### config.mk
export PLATFORM = sky130hd
export DESIGN_NAME = epoch_seconds_to_calendar
export DESIGN_NICKNAME = d
export VERILOG_FILES = /design/src/hdl/ec_pkg.sv /design/src/hdl/epoch_seconds_to_calendar.sv /design/src/hdl/ec_pipe_ctl.sv /design/src/hdl/ec_day_split.sv /design/src/hdl/ec_civil.sv
export SDC_FILE = /design/constraint.sdc
export NUM_CORES = 2
export LEC_CHECK = 0
export ABC_AREA = 0
export BUFFER_PORTS_ARGS = -buffer_cell sky130_fd_sc_hd__buf_2
export CAP_MARGIN = 25
export CORE_MARGIN = 2
export CORE_UTILIZATION = 45
export CTS_CLUSTER_DIAMETER = 100
export DETAILED_ROUTE_END_ITERATION = 12
export GPL_ROUTABILITY_DRIVEN = 0
export PLACE_DENSITY_LB_ADDON = 0.12
export SETUP_SLACK_MARGIN = 0.15
export SLEW_MARGIN = 20
export SYNTH_ARGS = -nofsm -noshare
export SYNTH_HDL_FRONTEND = slang
export SYNTH_SLANG_ARGS = --single-unit
### constraint.sdc
create_clock -name i_clk -period 16.8 [get_ports i_clk]
set_input_delay 0.84 -clock i_clk [delete_from_list [all_inputs] [get_ports i_clk]]
set_output_delay 0.84 -clock i_clk [all_outputs]
set_load 0.05 [all_outputs]
### src/hdl/ec_pkg.sv
package ec_pkg;

    // widths of the fields and of the internal day/second values
    localparam int EC_IN_W    = 64;
    localparam int EC_DAYS_W  = 22;
    localparam int EC_SOD_W   = 17;
    localparam int EC_SEC_W   = 6;
    localparam int EC_MIN_W   = 6;
    localparam int EC_HOUR_W  = 5;
    localparam int EC_MDAY_W  = 5;
    localparam int EC_MON_W   = 4;
    localparam int EC_YEAR_W  = 14;
    localparam int EC_WDAY_W  = 3;
    localparam int EC_OUT_W   = 48;

    // pipeline depths of the two sections
    localparam int EC_DS_STAGES  = 3;
    localparam int EC_CIV_STAGES = 8;

    // calendar constants
    localparam longint unsigned EC_SECS_PER_DAY = 86400;
    localparam longint unsigned EC_MAX_DAYS     = 2932896;
    localparam longint unsigned EC_LAST_SEC     = 86399;
    localparam longint unsigned EC_MAR1BC_OFS   = 719527;
    localparam longint unsigned EC_DAYS_400Y    = 365 * 400 + 100 - 4 + 1;
    localparam longint unsigned EC_EPOCH_OFS    = EC_MAR1BC_OFS - (31 + 28);

    // first second that lies beyond 9999-12-31 23:59:59
    localparam logic [37:0] EC_SAT_SECS = 38'((EC_MAX_DAYS + 1) * EC_SECS_PER_DAY);

    // seconds per day = 128 * 675: shift by seven, then divide by 675
    localparam int          EC_DAY_LSB = 7;
    localparam longint unsigned EC_DAY_DIV = EC_SECS_PER_DAY / (64'd1 << EC_DAY_LSB);
    localparam int          EC_DAY_SH  = 31;
    localparam logic [21:0] EC_DAY_RCP = 22'((64'd1 << EC_DAY_SH) / EC_DAY_DIV);

    // floor reciprocals, each followed by one correction step
    localparam int          EC_HOUR_SH  = 17;
    localparam logic [5:0]  EC_HOUR_RCP = 6'((64'd1 << EC_HOUR_SH) / 3600);
    localparam int          EC_MIN_SH   = 12;
    localparam logic [6:0]  EC_MIN_RCP  = 7'((64'd1 << EC_MIN_SH) / 60);
    localparam int          EC_WDAY_SH  = 22;
    localparam logic [19:0] EC_WDAY_RCP = 20'((64'd1 << EC_WDAY_SH) / 7);
    localparam int          EC_YEAR_SH  = 31;
    localparam logic [13:0] EC_YEAR_RCP = 14'((64'd1 << EC_YEAR_SH) / EC_DAYS_400Y);

    // exact for the ranges used: x / 25 for x below 4096
    localparam logic [12:0] EC_DIV25_RCP = 13'd5243;
    localparam int          EC_DIV25_SH  = 17;

    // exact for the ranges used: x * 10 / 306 for x below 1200
    localparam logic [15:0] EC_MON_RCP = 16'd34270;
    localparam int          EC_MON_SH  = 20;

    // first day of a march-based month, floor(367 * m / 12) - 30
    function automatic logic [8:0] ec_month_start(input logic [EC_MON_W-1:0] mon);
        logic [8:0] v;
        unique case (mon)
            4'd1:    v = 9'd0;
            4'd2:    v = 9'd31;
            4'd3:    v = 9'd61;
            4'd4:    v = 9'd92;
            4'd5:    v = 9'd122;
            4'd6:    v = 9'd153;
            4'd7:    v = 9'd184;
            4'd8:    v = 9'd214;
            4'd9:    v = 9'd245;
            4'd10:   v = 9'd275;
            4'd11:   v = 9'd306;
            4'd12:   v = 9'd337;
            default: v = 9'd0;
        endcase
        return v;
    endfunction

endpackage

### src/hdl/epoch_seconds_to_calendar.sv
// Converts a signed count of seconds since 1970-01-01 00:00:00 UTC into the UTC
// calendar date and time. One item in gives one item out, in order. The block is
// a fully pipelined chain of 11 register stages: 3 that split the seconds into
// whole days and second of day (a floor-reciprocal multiply by 1/675 after a
// shift by seven, then one correction), and 8 that run the Gauss day count on a
// March-based year in parallel with the hour/minute/second and weekday split.
// It takes one item every cycle while the output is not stalled; each stage holds
// only while its successor is full and cannot pass its item on, so a stall on the
// output only backs up as far as needed and empty stages keep taking items.
// Negative inputs give 1970-01-01 00:00:00 (Thursday); anything past
// 9999-12-31 23:59:59 gives exactly that moment. No state is kept between items.
module epoch_seconds_to_calendar (
    input  logic        i_clk,
    input  logic        i_rst_n,
    // input item stream
    input  logic        s_axis_tvalid,
    output logic        s_axis_tready,
    input  logic [63:0] s_axis_tdata,   // [63:0] unix_seconds (signed)
    // result item stream
    output logic        m_axis_tvalid,
    input  logic        m_axis_tready,
    output logic [47:0] m_axis_tdata    // [5:0] second, [11:6] minute, [16:12] hour,
                                        // [21:17] day_of_month, [25:22] month,
                                        // [39:26] year, [42:40] weekday, [47:43] zero
);
    import ec_pkg::*;

    // day split to calendar section
    logic                 w_ds_valid;
    logic                 w_ds_ready;
    logic [EC_DAYS_W-1:0] w_days;
    logic [EC_SOD_W-1:0]  w_sod;

    // finished fields
    logic [EC_SEC_W-1:0]  w_second;
    logic [EC_MIN_W-1:0]  w_minute;
    logic [EC_HOUR_W-1:0] w_hour;
    logic [EC_MDAY_W-1:0] w_mday;
    logic [EC_MON_W-1:0]  w_month;
    logic [EC_YEAR_W-1:0] w_year;
    logic [EC_WDAY_W-1:0] w_wday;

    // clamp, saturate, whole days and second of day
    ec_day_split u_day_split (
        .i_clk     (i_clk),
        .i_rst_n   (i_rst_n),
        .i_valid   (s_axis_tvalid),
        .o_ready   (s_axis_tready),
        .i_seconds (s_axis_tdata),
        .o_valid   (w_ds_valid),
        .i_ready   (w_ds_ready),
        .o_days    (w_days),
        .o_sod     (w_sod)
    );

    // gauss date, time of day and weekday; last stage is the output register
    ec_civil u_civil (
        .i_clk    (i_clk),
        .i_rst_n  (i_rst_n),
        .i_valid  (w_ds_valid),
        .o_ready  (w_ds_ready),
        .i_days   (w_days),
        .i_sod    (w_sod),
        .o_valid  (m_axis_tvalid),
        .i_ready  (m_axis_tready),
        .o_second (w_second),
        .o_minute (w_minute),
        .o_hour   (w_hour),
        .o_mday   (w_mday),
        .o_month  (w_month),
        .o_year   (w_year),
        .o_wday   (w_wday)
    );

    // pack fields, first field in the lowest bits
    assign m_axis_tdata = {5'b0, w_wday, w_year, w_month, w_mday, w_hour, w_minute, w_second};

endmodule

### src/hdl/ec_pipe_ctl.sv
module ec_pipe_ctl #(
    parameter int Depth = ec_pkg::EC_CIV_STAGES
) (
    input  logic             i_clk,
    input  logic             i_rst_n,
    input  logic             i_valid,
    output logic             o_ready,
    output logic             o_valid,
    input  logic             i_ready,
    output logic [Depth-1:0] o_load
);
    import ec_pkg::*;

    logic [Depth-1:0] r_vld;
    logic [Depth-1:0] n_vld;
    logic [Depth-1:0] w_rdy;
    logic [Depth-1:0] w_prev;

    // a stage takes new data when it is empty or its successor is ready to take its item
    always_comb begin
        w_rdy[Depth-1] = !r_vld[Depth-1] || i_ready;
        for (int k = Depth - 2; k >= 0; k--) begin
            w_rdy[k] = !r_vld[k] || w_rdy[k+1];
        end
    end

    always_comb begin
        w_prev[0] = i_valid;
        for (int k = 1; k < Depth; k++) begin
            w_prev[k] = r_vld[k-1];
        end
    end

    always_comb begin
        for (int k = 0; k < Depth; k++) begin
            o_load[k] = w_rdy[k] && w_prev[k];
            n_vld[k]  = w_rdy[k] ? w_prev[k] : r_vld[k];
        end
    end

    always_ff @(posedge i_clk) begin
        if (!i_rst_n) begin
            r_vld <= '0;
        end else begin
            r_vld <= n_vld;
        end
    end

    assign o_ready = w_rdy[0];
    assign o_valid = r_vld[Depth-1];

    a_last_holds: assert property (@(posedge i_clk) disable iff (!i_rst_n)
        o_valid && !i_ready |=> o_valid)
        else $error("finished item dropped while stalled");

    a_empty_takes: assert property (@(posedge i_clk) disable iff (!i_rst_n)
        !r_vld[0] |-> o_ready)
        else $error("empty first stage refuses an item");

    a_enter: assert property (@(posedge i_clk) disable iff (!i_rst_n)
        i_valid && o_ready |=> r_vld[0])
        else $error("accepted item not held in first stage");

endmodule

### src/hdl/ec_day_split.sv
module ec_day_split (
    input  logic                          i_clk,
    input  logic                          i_rst_n,
    input  logic                          i_valid,
    output logic                          o_ready,
    input  logic [ec_pkg::EC_IN_W-1:0]    i_seconds,
    output logic                          o_valid,
    input  logic                          i_ready,
    output logic [ec_pkg::EC_DAYS_W-1:0]  o_days,
    output logic [ec_pkg::EC_SOD_W-1:0]   o_sod
);
    import ec_pkg::*;

    logic [EC_DS_STAGES-1:0] w_load;

    // stage a: clamp and range check
    logic [30:0] r_a_x, n_a_x;
    logic [6:0]  r_a_lo, n_a_lo;
    logic        r_a_sat, n_a_sat;
    // stage b: reciprocal product
    logic [21:0] r_b_q0, n_b_q0;
    logic [30:0] r_b_x;
    logic [6:0]  r_b_lo;
    logic        r_b_sat;
    // stage c: correction, saturation
    logic [EC_DAYS_W-1:0] r_c_days, n_c_days;
    logic [EC_SOD_W-1:0]  r_c_sod, n_c_sod;

    logic        w_neg;
    logic        w_big;
    logic [52:0] w_prod;
    logic [30:0] w_rem;
    logic [10:0] w_r;

    ec_pipe_ctl #(
        .Depth (EC_DS_STAGES)
    ) u_ctl (
        .i_clk   (i_clk),
        .i_rst_n (i_rst_n),
        .i_valid (i_valid),
        .o_ready (o_ready),
        .o_valid (o_valid),
        .i_ready (i_ready),
        .o_load  (w_load)
    );

    always_comb begin
        w_neg   = i_seconds[EC_IN_W-1];
        w_big   = (|i_seconds[EC_IN_W-2:38]) || (i_seconds[37:0] >= EC_SAT_SECS);
        n_a_sat = !w_neg && w_big;
        n_a_x   = w_neg ? '0 : i_seconds[37:EC_DAY_LSB];
        n_a_lo  = w_neg ? '0 : i_seconds[EC_DAY_LSB-1:0];
    end

    always_comb begin
        w_prod = 53'(r_a_x) * 53'(EC_DAY_RCP);
        n_b_q0 = w_prod[52:EC_DAY_SH];
    end

    // quotient is exact or one short
    always_comb begin
        w_rem = r_b_x - 31'(31'(r_b_q0) * 31'(EC_DAY_DIV));
        w_r   = w_rem[10:0];
        if (w_r >= 11'(EC_DAY_DIV)) begin
            n_c_days = r_b_q0 + 22'd1;
            w_r      = w_r - 11'(EC_DAY_DIV);
        end else begin
            n_c_days = r_b_q0;
        end
        n_c_sod = {w_r[9:0], r_b_lo};
        if (r_b_sat) begin
            n_c_days = EC_DAYS_W'(EC_MAX_DAYS);
            n_c_sod  = EC_SOD_W'(EC_LAST_SEC);
        end
    end

    always_ff @(posedge i_clk) begin
        if (w_load[0]) begin
            r_a_x   <= n_a_x;
            r_a_lo  <= n_a_lo;
            r_a_sat <= n_a_sat;
        end
        if (w_load[1]) begin
            r_b_q0  <= n_b_q0;
            r_b_x   <= r_a_x;
            r_b_lo  <= r_a_lo;
            r_b_sat <= r_a_sat;
        end
        if (w_load[2]) begin
            r_c_days <= n_c_days;
            r_c_sod  <= n_c_sod;
        end
    end

    assign o_days = r_c_days;
    assign o_sod  = r_c_sod;

endmodule

### src/hdl/ec_civil.sv
module ec_civil (
    input  logic                          i_clk,
    input  logic                          i_rst_n,
    input  logic                          i_valid,
    output logic                          o_ready,
    input  logic [ec_pkg::EC_DAYS_W-1:0]  i_days,
    input  logic [ec_pkg::EC_SOD_W-1:0]   i_sod,
    output logic                          o_valid,
    input  logic                          i_ready,
    output logic [ec_pkg::EC_SEC_W-1:0]   o_second,
    output logic [ec_pkg::EC_MIN_W-1:0]   o_minute,
    output logic [ec_pkg::EC_HOUR_W-1:0]  o_hour,
    output logic [ec_pkg::EC_MDAY_W-1:0]  o_mday,
    output logic [ec_pkg::EC_MON_W-1:0]   o_month,
    output logic [ec_pkg::EC_YEAR_W-1:0]  o_year,
    output logic [ec_pkg::EC_WDAY_W-1:0]  o_wday
);
    import ec_pkg::*;

    typedef struct packed {
        logic [21:0]          d;
        logic [30:0]          n;
        logic [21:0]          w;
        logic [18:0]          wq;
        logic [EC_WDAY_W-1:0] wday;
        logic [EC_SOD_W-1:0]  sod;
        logic [EC_HOUR_W-1:0] hour;
        logic [11:0]          rem;
        logic [5:0]           mq;
        logic [EC_MIN_W-1:0]  minute;
        logic [EC_SEC_W-1:0]  second;
        logic [EC_YEAR_W-1:0] year;
        logic [11:0]          y4;
        logic [6:0]           y100;
        logic [4:0]           y400;
        logic [21:0]          base;
        logic                 leap;
        logic [8:0]           yday;
        logic [EC_MON_W-1:0]  mon;
        logic [EC_MDAY_W-1:0] mday;
    } t_ec_civ;

    logic [EC_CIV_STAGES-1:0] w_load;
    t_ec_civ r_st [EC_CIV_STAGES];
    t_ec_civ n_st [EC_CIV_STAGES];

    logic [22:0] w_hp;
    logic [41:0] w_wp;
    logic [44:0] w_yp;
    logic [30:0] w_ry;
    logic [16:0] w_hr;
    logic [21:0] w_wr;
    logic [18:0] w_mp;
    logic [11:0] w_mr;
    logic [24:0] w_p100;
    logic [22:0] w_p400;
    logic [22:0] w_diff;
    logic [24:0] w_monp;
    logic [8:0]  w_mday;

    ec_pipe_ctl #(
        .Depth (EC_CIV_STAGES)
    ) u_ctl (
        .i_clk   (i_clk),
        .i_rst_n (i_rst_n),
        .i_valid (i_valid),
        .o_ready (o_ready),
        .o_valid (o_valid),
        .i_ready (i_ready),
        .o_load  (w_load)
    );

    // stage 0: day offsets, gauss numerator, hour estimate
    always_comb begin
        n_st[0]      = '0;
        n_st[0].d    = i_days + 22'(EC_EPOCH_OFS);
        n_st[0].n    = 31'((31'(n_st[0].d) + 31'd2) * 31'd400);
        n_st[0].w    = i_days + 22'd4;
        n_st[0].sod  = i_sod;
        w_hp         = 23'(i_sod) * 23'(EC_HOUR_RCP);
        n_st[0].hour = w_hp[21:EC_HOUR_SH];
    end

    // stage 1: year and weekday estimates, hour correction
    always_comb begin
        n_st[1]      = r_st[0];
        w_yp         = 45'(r_st[0].n) * 45'(EC_YEAR_RCP);
        n_st[1].year = w_yp[44:EC_YEAR_SH];
        w_wp         = 42'(r_st[0].w) * 42'(EC_WDAY_RCP);
        n_st[1].wq   = w_wp[40:EC_WDAY_SH];
        w_hr         = r_st[0].sod - 17'(17'(r_st[0].hour) * 17'd3600);
        if (w_hr >= 17'd3600) begin
            n_st[1].hour = r_st[0].hour + 5'd1;
            w_hr         = w_hr - 17'd3600;
        end
        n_st[1].rem  = w_hr[11:0];
    end

    // stage 2: year and weekday corrections, minute estimate
    always_comb begin
        n_st[2] = r_st[1];
        w_ry    = r_st[1].n - 31'(31'(r_st[1].year) * 31'(EC_DAYS_400Y));
        if (w_ry >= 31'(EC_DAYS_400Y)) begin
            n_st[2].year = r_st[1].year + 14'd1;
        end
        w_wr = r_st[1].w - 22'(22'(r_st[1].wq) * 22'd7);
        if (w_wr >= 22'd7) begin
            w_wr = w_wr - 22'd7;
        end
        n_st[2].wday = w_wr[2:0];
        w_mp         = 19'(r_st[1].rem) * 19'(EC_MIN_RCP);
        n_st[2].mq   = w_mp[17:EC_MIN_SH];
    end

    // stage 3: century terms, minute correction
    always_comb begin
        n_st[3]      = r_st[2];
        n_st[3].y4   = r_st[2].year[13:2];
        w_p100       = 25'(r_st[2].year[13:2]) * 25'(EC_DIV25_RCP);
        n_st[3].y100 = w_p100[23:EC_DIV25_SH];
        w_p400       = 23'(r_st[2].year[13:4]) * 23'(EC_DIV25_RCP);
        n_st[3].y400 = w_p400[21:EC_DIV25_SH];
        w_mr         = r_st[2].rem - 12'(12'(r_st[2].mq) * 12'd60);
        n_st[3].minute = r_st[2].mq;
        if (w_mr >= 12'd60) begin
            n_st[3].minute = r_st[2].mq + 6'd1;
            w_mr           = w_mr - 12'd60;
        end
        n_st[3].second = w_mr[5:0];
    end

    // stage 4: days before the march-based year, leap flag
    always_comb begin
        n_st[4]      = r_st[3];
        n_st[4].base = 22'(r_st[3].year) * 22'd365 + 22'(r_st[3].y4)
                     - 22'(r_st[3].y100) + 22'(r_st[3].y400);
        n_st[4].leap = (r_st[3].year[1:0] == 2'b00)
                     && ((14'(14'(r_st[3].y100) * 14'd100) != r_st[3].year)
                     || (14'(14'(r_st[3].y400) * 14'd400) == r_st[3].year));
    end

    // stage 5: day of year, step back a year when it comes out negative
    always_comb begin
        n_st[5] = r_st[4];
        w_diff  = {1'b0, r_st[4].d} - {1'b0, r_st[4].base};
        if (w_diff[22]) begin
            n_st[5].yday = 9'(w_diff + 23'd365 + 23'(r_st[4].leap));
            n_st[5].year = r_st[4].year - 14'd1;
        end else begin
            n_st[5].yday = w_diff[8:0];
        end
    end

    // stage 6: march-based month
    always_comb begin
        n_st[6]     = r_st[5];
        w_monp      = 25'(r_st[5].yday + 9'd31) * 25'(EC_MON_RCP);
        n_st[6].mon = w_monp[23:EC_MON_SH];
    end

    // stage 7: day of month, back to a january-based year
    always_comb begin
        n_st[7]      = r_st[6];
        w_mday       = r_st[6].yday - ec_month_start(r_st[6].mon) + 9'd1;
        n_st[7].mday = w_mday[4:0];
        if (r_st[6].yday >= 9'd306) begin
            n_st[7].year = r_st[6].year + 14'd1;
            n_st[7].mon  = r_st[6].mon - 4'd10;
        end else begin
            n_st[7].mon  = r_st[6].mon + 4'd2;
        end
    end

    always_ff @(posedge i_clk) begin
        for (int k = 0; k < EC_CIV_STAGES; k++) begin
            if (w_load[k]) begin
                r_st[k] <= n_st[k];
            end
        end
    end

    assign o_second = r_st[EC_CIV_STAGES-1].second;
    assign o_minute = r_st[EC_CIV_STAGES-1].minute;
    assign o_hour   = r_st[EC_CIV_STAGES-1].hour;
    assign o_mday   = r_st[EC_CIV_STAGES-1].mday;
    assign o_month  = r_st[EC_CIV_STAGES-1].mon;
    assign o_year   = r_st[EC_CIV_STAGES-1].year;
    assign o_wday   = r_st[EC_CIV_STAGES-1].wday;

    a_month_range: assert property (@(posedge i_clk) disable iff (!i_rst_n)
        o_valid |-> (o_month >= 4'd1) && (o_month <= 4'd12))
        else $error("month out of range");

    a_mday_range: assert property (@(posedge i_clk) disable iff (!i_rst_n)
        o_valid |-> (o_mday >= 5'd1) && (o_mday <= 5'd31))
        else $error("day of month out of range");

    a_time_range: assert property (@(posedge i_clk) disable iff (!i_rst_n)
        o_valid |-> (o_hour <= 5'd23) && (o_minute <= 6'd59) && (o_second <= 6'd59)
                    && (o_wday <= 3'd6))
        else $error("time of day or weekday out of range");

endmodule

* After elaboration in Yosys (flattened, before gate mapping)
Memories as Yosys holds them, arrays and structs flattened. Index checks and enable logic that the tools add are counted.
Operators by class: add/subtract/negate cells 29, $mul 17, order comparisons 7, eq/ne operators 2, muxes and demuxes 28, reductions and logical operators 40
Operators with widths (count):
- $mul A31 B22 Y53 const B | 1
- $mul A31 B14 Y45 const B | 1
- $mux W14 | 3
- $mul A22 B19 Y40 const B | 1
- $ge A38 B38 Y1 const B | 1
- $ge A31 B18 Y1 const B | 1
- $mul A14 B18 Y31 const B | 1
- $mul A31 B5 Y27 const B | 1
- $sub A31 B31 Y31 | 1
- $add A14 B1 Y14 const B | 2
- $mul A25 B15 Y23 const B | 1
- $reduce_or A25 Y1 | 1
- $mul A12 B13 Y24 const B | 1
- $add A22 B2 Y23 const B | 1
- $sub A22 B22 Y23 | 1
- $add A22 B1 Y22 const B | 1
- $add A22 B12 Y22 | 1
- $add A22 B20 Y22 const B | 1
- $add A22 B3 Y22 const B | 1
- $add A22 B5 Y22 | 1
- $ge A22 B3 Y1 const B | 1
- $mul A10 B13 Y22 const B | 1
- $mul A14 B9 Y22 const B | 1
- $mul A19 B3 Y22 const B | 1
- 44 further kinds | 96
Storage, ports and cells: register bits after elaboration 130, RAM bits 1824, memory bits (read-only) 144, input bits 68, output and inout bits 50, memories 2
Memory list:
- u_civil.r_st | words 8, width 228, read ports 8, clocked after memory_dff 0, write ports 8, line ec_civil.sv:44 | t_ec_civ r_st [EC_CIV_STAGES];
- (no name shown) | words 16, width 9, read ports 1, clocked after memory_dff 0, write ports 0, line ec_pkg.sv:58 | unique case (mon)

* Depth between registers and ports, before layout
depth in word-level cells 13, mapped depth 27

* Hierarchy
From an unflattened synthesis, not the netlist that was laid out.
Second synthesis, totals: cell total of the unflattened synthesis 6011, area, all modules 69903.3 um^2
Modules (own cells, without submodules):
- ec_civil | times used 1, cells each 4596, area each 53769.1 um^2
- ec_day_split | times used 1, cells each 1357, area each 15582.4 um^2
- ec_pipe_ctl (u_civil.u_ctl) | times used 1, cells each 39, area each 372.9 um^2
- ec_pipe_ctl (u_day_split.u_ctl) | times used 1, cells each 13, area each 137.6 um^2
- epoch_seconds_to_calendar | times used 1, cells each 6, area each 41.3 um^2

* Least setup slack after synthesis
OpenSTA, ideal clock, no wires.
path kind input to register, from input m_axis_tready, to memory u_civil.r_st[0][293] in the netlist's numbering (enable), data arrival time 6.698 ns, slack 9.494 ns, cell stages on the path 7, path buffers 1, cells stage by stage nor2b_1 and2_1 and3_1 clkbuf_1 nand3_1 nor2_1 nor2b_1
RTL lines:
- start: declaration | line epoch_seconds_to_calendar.sv:21 | input logic m_axis_tready,
- end: declaration | line ec_civil.sv:44

==> flow_summary.yaml <==
placed_design:
  place_ws_ns: 9.30
  portBuffers: 112
  placed_cells: 8172
  dp_hpwl_um: 119000
timing:
  period_needed_ns: 7.49
  slew_headroom: 0.328
  worst_slew_pin_slew_ns: 1.01
  hold_viol: 0
  finalMaxSlewViolations: 0
  setup_slack_ns: 9.31
  finClkSkew_ns: 0.0323
  final.setup.tns_ns: 0
  hold_slack_ns: 0.401
  rsz0062_at_grt: "false"
  setup_viol: 0
  max_freq_mhz: 134
  period_share: 0.446
clocking:
  ctsResizeCount: 0
  ctsLongestPathBuffers: 3
  cts_tree: "built"
  clockRootBuffer: "clkbuf_16"
  clk_pin_slew_ns: 0.06
  clkLatencyLatePin_ns: 0.69
  cts_setup_buffers: 0
  hold_buffers: 0
  clkSinkCount: 678
  cts_buffers: 80
  h-tree-depth: 3
yosys:
  synth-edff-count: 667
  async_flop_share: 0
  syn_area_per_cell_um2: 11.5
  synth_warnings: 0
  ys_ff_latch: 678
  yosysUniqueCellTypes: 91
  synthCells: 6083
  synth_top_area_cell: "edfxtp_1"
  seq_area_frac_synth: 0.290
  yosys-top-cells-count: "inv_1 (1350), ha_1 (1285), fa_1 (778), edfxtp_1 (667), xnor2_1 (261)"
  ys.flop_type: "edfxtp_1"
  yosysMostFrequentCell: "inv_1"
  synth_top_area_share: 0.287
  synthTopCellsByArea: "edfxtp_1 (29%), ha_1 (23%), fa_1 (22%)"
  syn_area_um2: 69800
critical_path:
  end_kind: "flop"
  crit_top_cell: "fa_1"
  required_ns: 17.30
  start_kind: "flop"
  arrival_ns: 7.99
  path_max_fanout: 17
  critPathSlowestCell: "edfxtp_1"
  path_cells: "inv_1 > fa_1 > fa_1 > fa_1 > fa_1 > inv_1 > fa_1 > fa_1 > inv_1 > ha_1 > nand4_1 > nor2_1 > a211oi_2 > o211ai_4 > a2111o_1 > a31o_1 > a22oi_1 > mux2i_1 > o2111ai_4 > or4b_1 > o211ai_2"
  critPathTopFamily: "adder cells"
  critPathKind: "flop to flop"
  cp.buffers_inverters: 3
  slowest_delay_ns: 0.65
floorplanning:
  initial_core_util: 0.453
  die-area_um2: 158000
  rows: 144
  pin_count: 118
  dieWidth_um: 398
  fp.coreArea_um2: 154000
  die_h_um: 398
global_route:
  grt_use_total: 0.187
  grt_max_degree: 76
  antenna_found_initial: 2
  gr-total-overflow: 0
  grt_pass1_vias: 44410
  grt_pass1_wl_um: 235000
detailed_routing:
  drtPass1Iterations: 8
  via_count: 41756
  wl_um: 142000
  via_per_inst: 5.02
  routedWlPerCell_um: 17.1
  drc: 0
  antenna_left: 0
  drt_iter0_drc: 1940
final_layout:
  layout-drive-gt1-share: 0.0515
  areaGrowthSynthToFinish_pct: 7.94
  fin_cells: 8320
  fin_nets: 8341
status:
  status: "complete, no violations"
worst_hold_path:
  min_path_type: "flop to flop"
run:
  cap_violations: 0
## through the flow
stage	util	instance area [um^2]
2_1_floorplan	-	69800
3_3_place_gp	0.472	72700
3_5_place_dp	0.472	72700
4_1_cts	0.489	75400
5_1_grt	0.489	75400
6_report	0.489	75400
## per-layer routing
metal | global-route usage | share of wire | vias up
met5 | 0 | 0 | -
met4 | 0.0464 | 0.023 | 0
met3 | 0.0189 | 0.029 | 159
met2 | 0.319 | 0.48 | 539
met1 | 0.255 | 0.47 | 20473
li1 | - | - | 20585
## cell families after synthesis
family,after synthesis,share of synthesized area
other cells,1,0.0000537
fa+ha+maj,2063,0.453
xor+xnor,345,0.0433
simple gates,824,0.0612
flops,678,0.290
buf+inv,1443,0.0802
compound gates,701,0.0676
mux,28,0.00432
## area by class of cell
cell class,count,area [um^2]
Fill cell,14021,78700
Antenna cell,1,2.50
Clock inverter,54,586
Clock buffer,93,2060
Multi-Input combinational cell,3966,44100
Inverter,1351,5070
Timing Repair Buffer,133,751
Tap cell,2044,2560
Sequential cell,678,20200
## cells in the final DEF, fill, tap and decap left out, types with 16 or more instances in the layout
master	count
a211oi_1	27
a21o_1	96
a21oi_1	175
a31oi_1	16
and2_1	18
and3_1	40
buf_2	112
buf_4	19
clkbuf_16	80
edfxtp_1	667
fa_1	778
ha_1	1285
inv_1	1350
mux2i_1	20
nand2_1	142
nand2b_1	33
nand3_1	98
nand4_1	45
nor2_1	160
nor2b_1	81
nor3_1	75
nor4_1	21
o211ai_1	16
o21a_1	47
o21ai_0	130
o21bai_1	28
o31ai_1	17
or2_2	23
or3_1	38
xnor2_1	261
xor2_1	84
## worst reg2reg max path, stage by stage, from the launching register on
cell and delay (ns):
edfxtp_1 0.65, inv_1 0.24, fa_1 0.60, fa_1 0.44, fa_1 0.48, fa_1 0.49, inv_1 0.06, fa_1 0.50
fa_1 0.54, inv_1 0.04, ha_1 0.35, nand4_1 0.13, nor2_1 0.06, a211oi_2 0.46, o211ai_4 0.18, a2111o_1 0.43
a31o_1 0.20, a22oi_1 0.14, mux2i_1 0.15, o2111ai_4 0.57, or4b_1 0.52, o211ai_2 0.09
## final timing paths
check | from | to | slack (ns) | cells after the start
setup reg to reg | u_civil.r_st[0][293] | u_civil.r_st[0][526] | 9.31 | 21
hold reg to reg | u_civil.r_st[0][664] | u_civil.r_st[0][892] | 0.40 | 0
hold / removal | u_civil.r_st[0][664] | u_civil.r_st[0][892] | 0.40 | 0
setup / recovery | u_civil.r_st[0][293] | u_civil.r_st[0][526] | 9.31 | 21
## flip-flops by register name (all words and copies together) (netlist names)
name and cells:
u_day_split.r_a_x 31, u_day_split.o_days 22, u_day_split.r_b_lo 7, u_day_split.r_b_x 11, u_day_split.o_sod 17, u_day_split.r_b_q0 22
u_day_split.r_a_sat 1, u_day_split.r_a_lo 7, u_civil.u_ctl.r_vld 8, u_day_split.r_b_sat 1, u_civil.r_st 548, u_day_split.u_ctl.r_vld 3
Power is left out: the tool's default activity adds up to more than one toggle a clock period on the data nets, which glitch-free logic cannot reach.
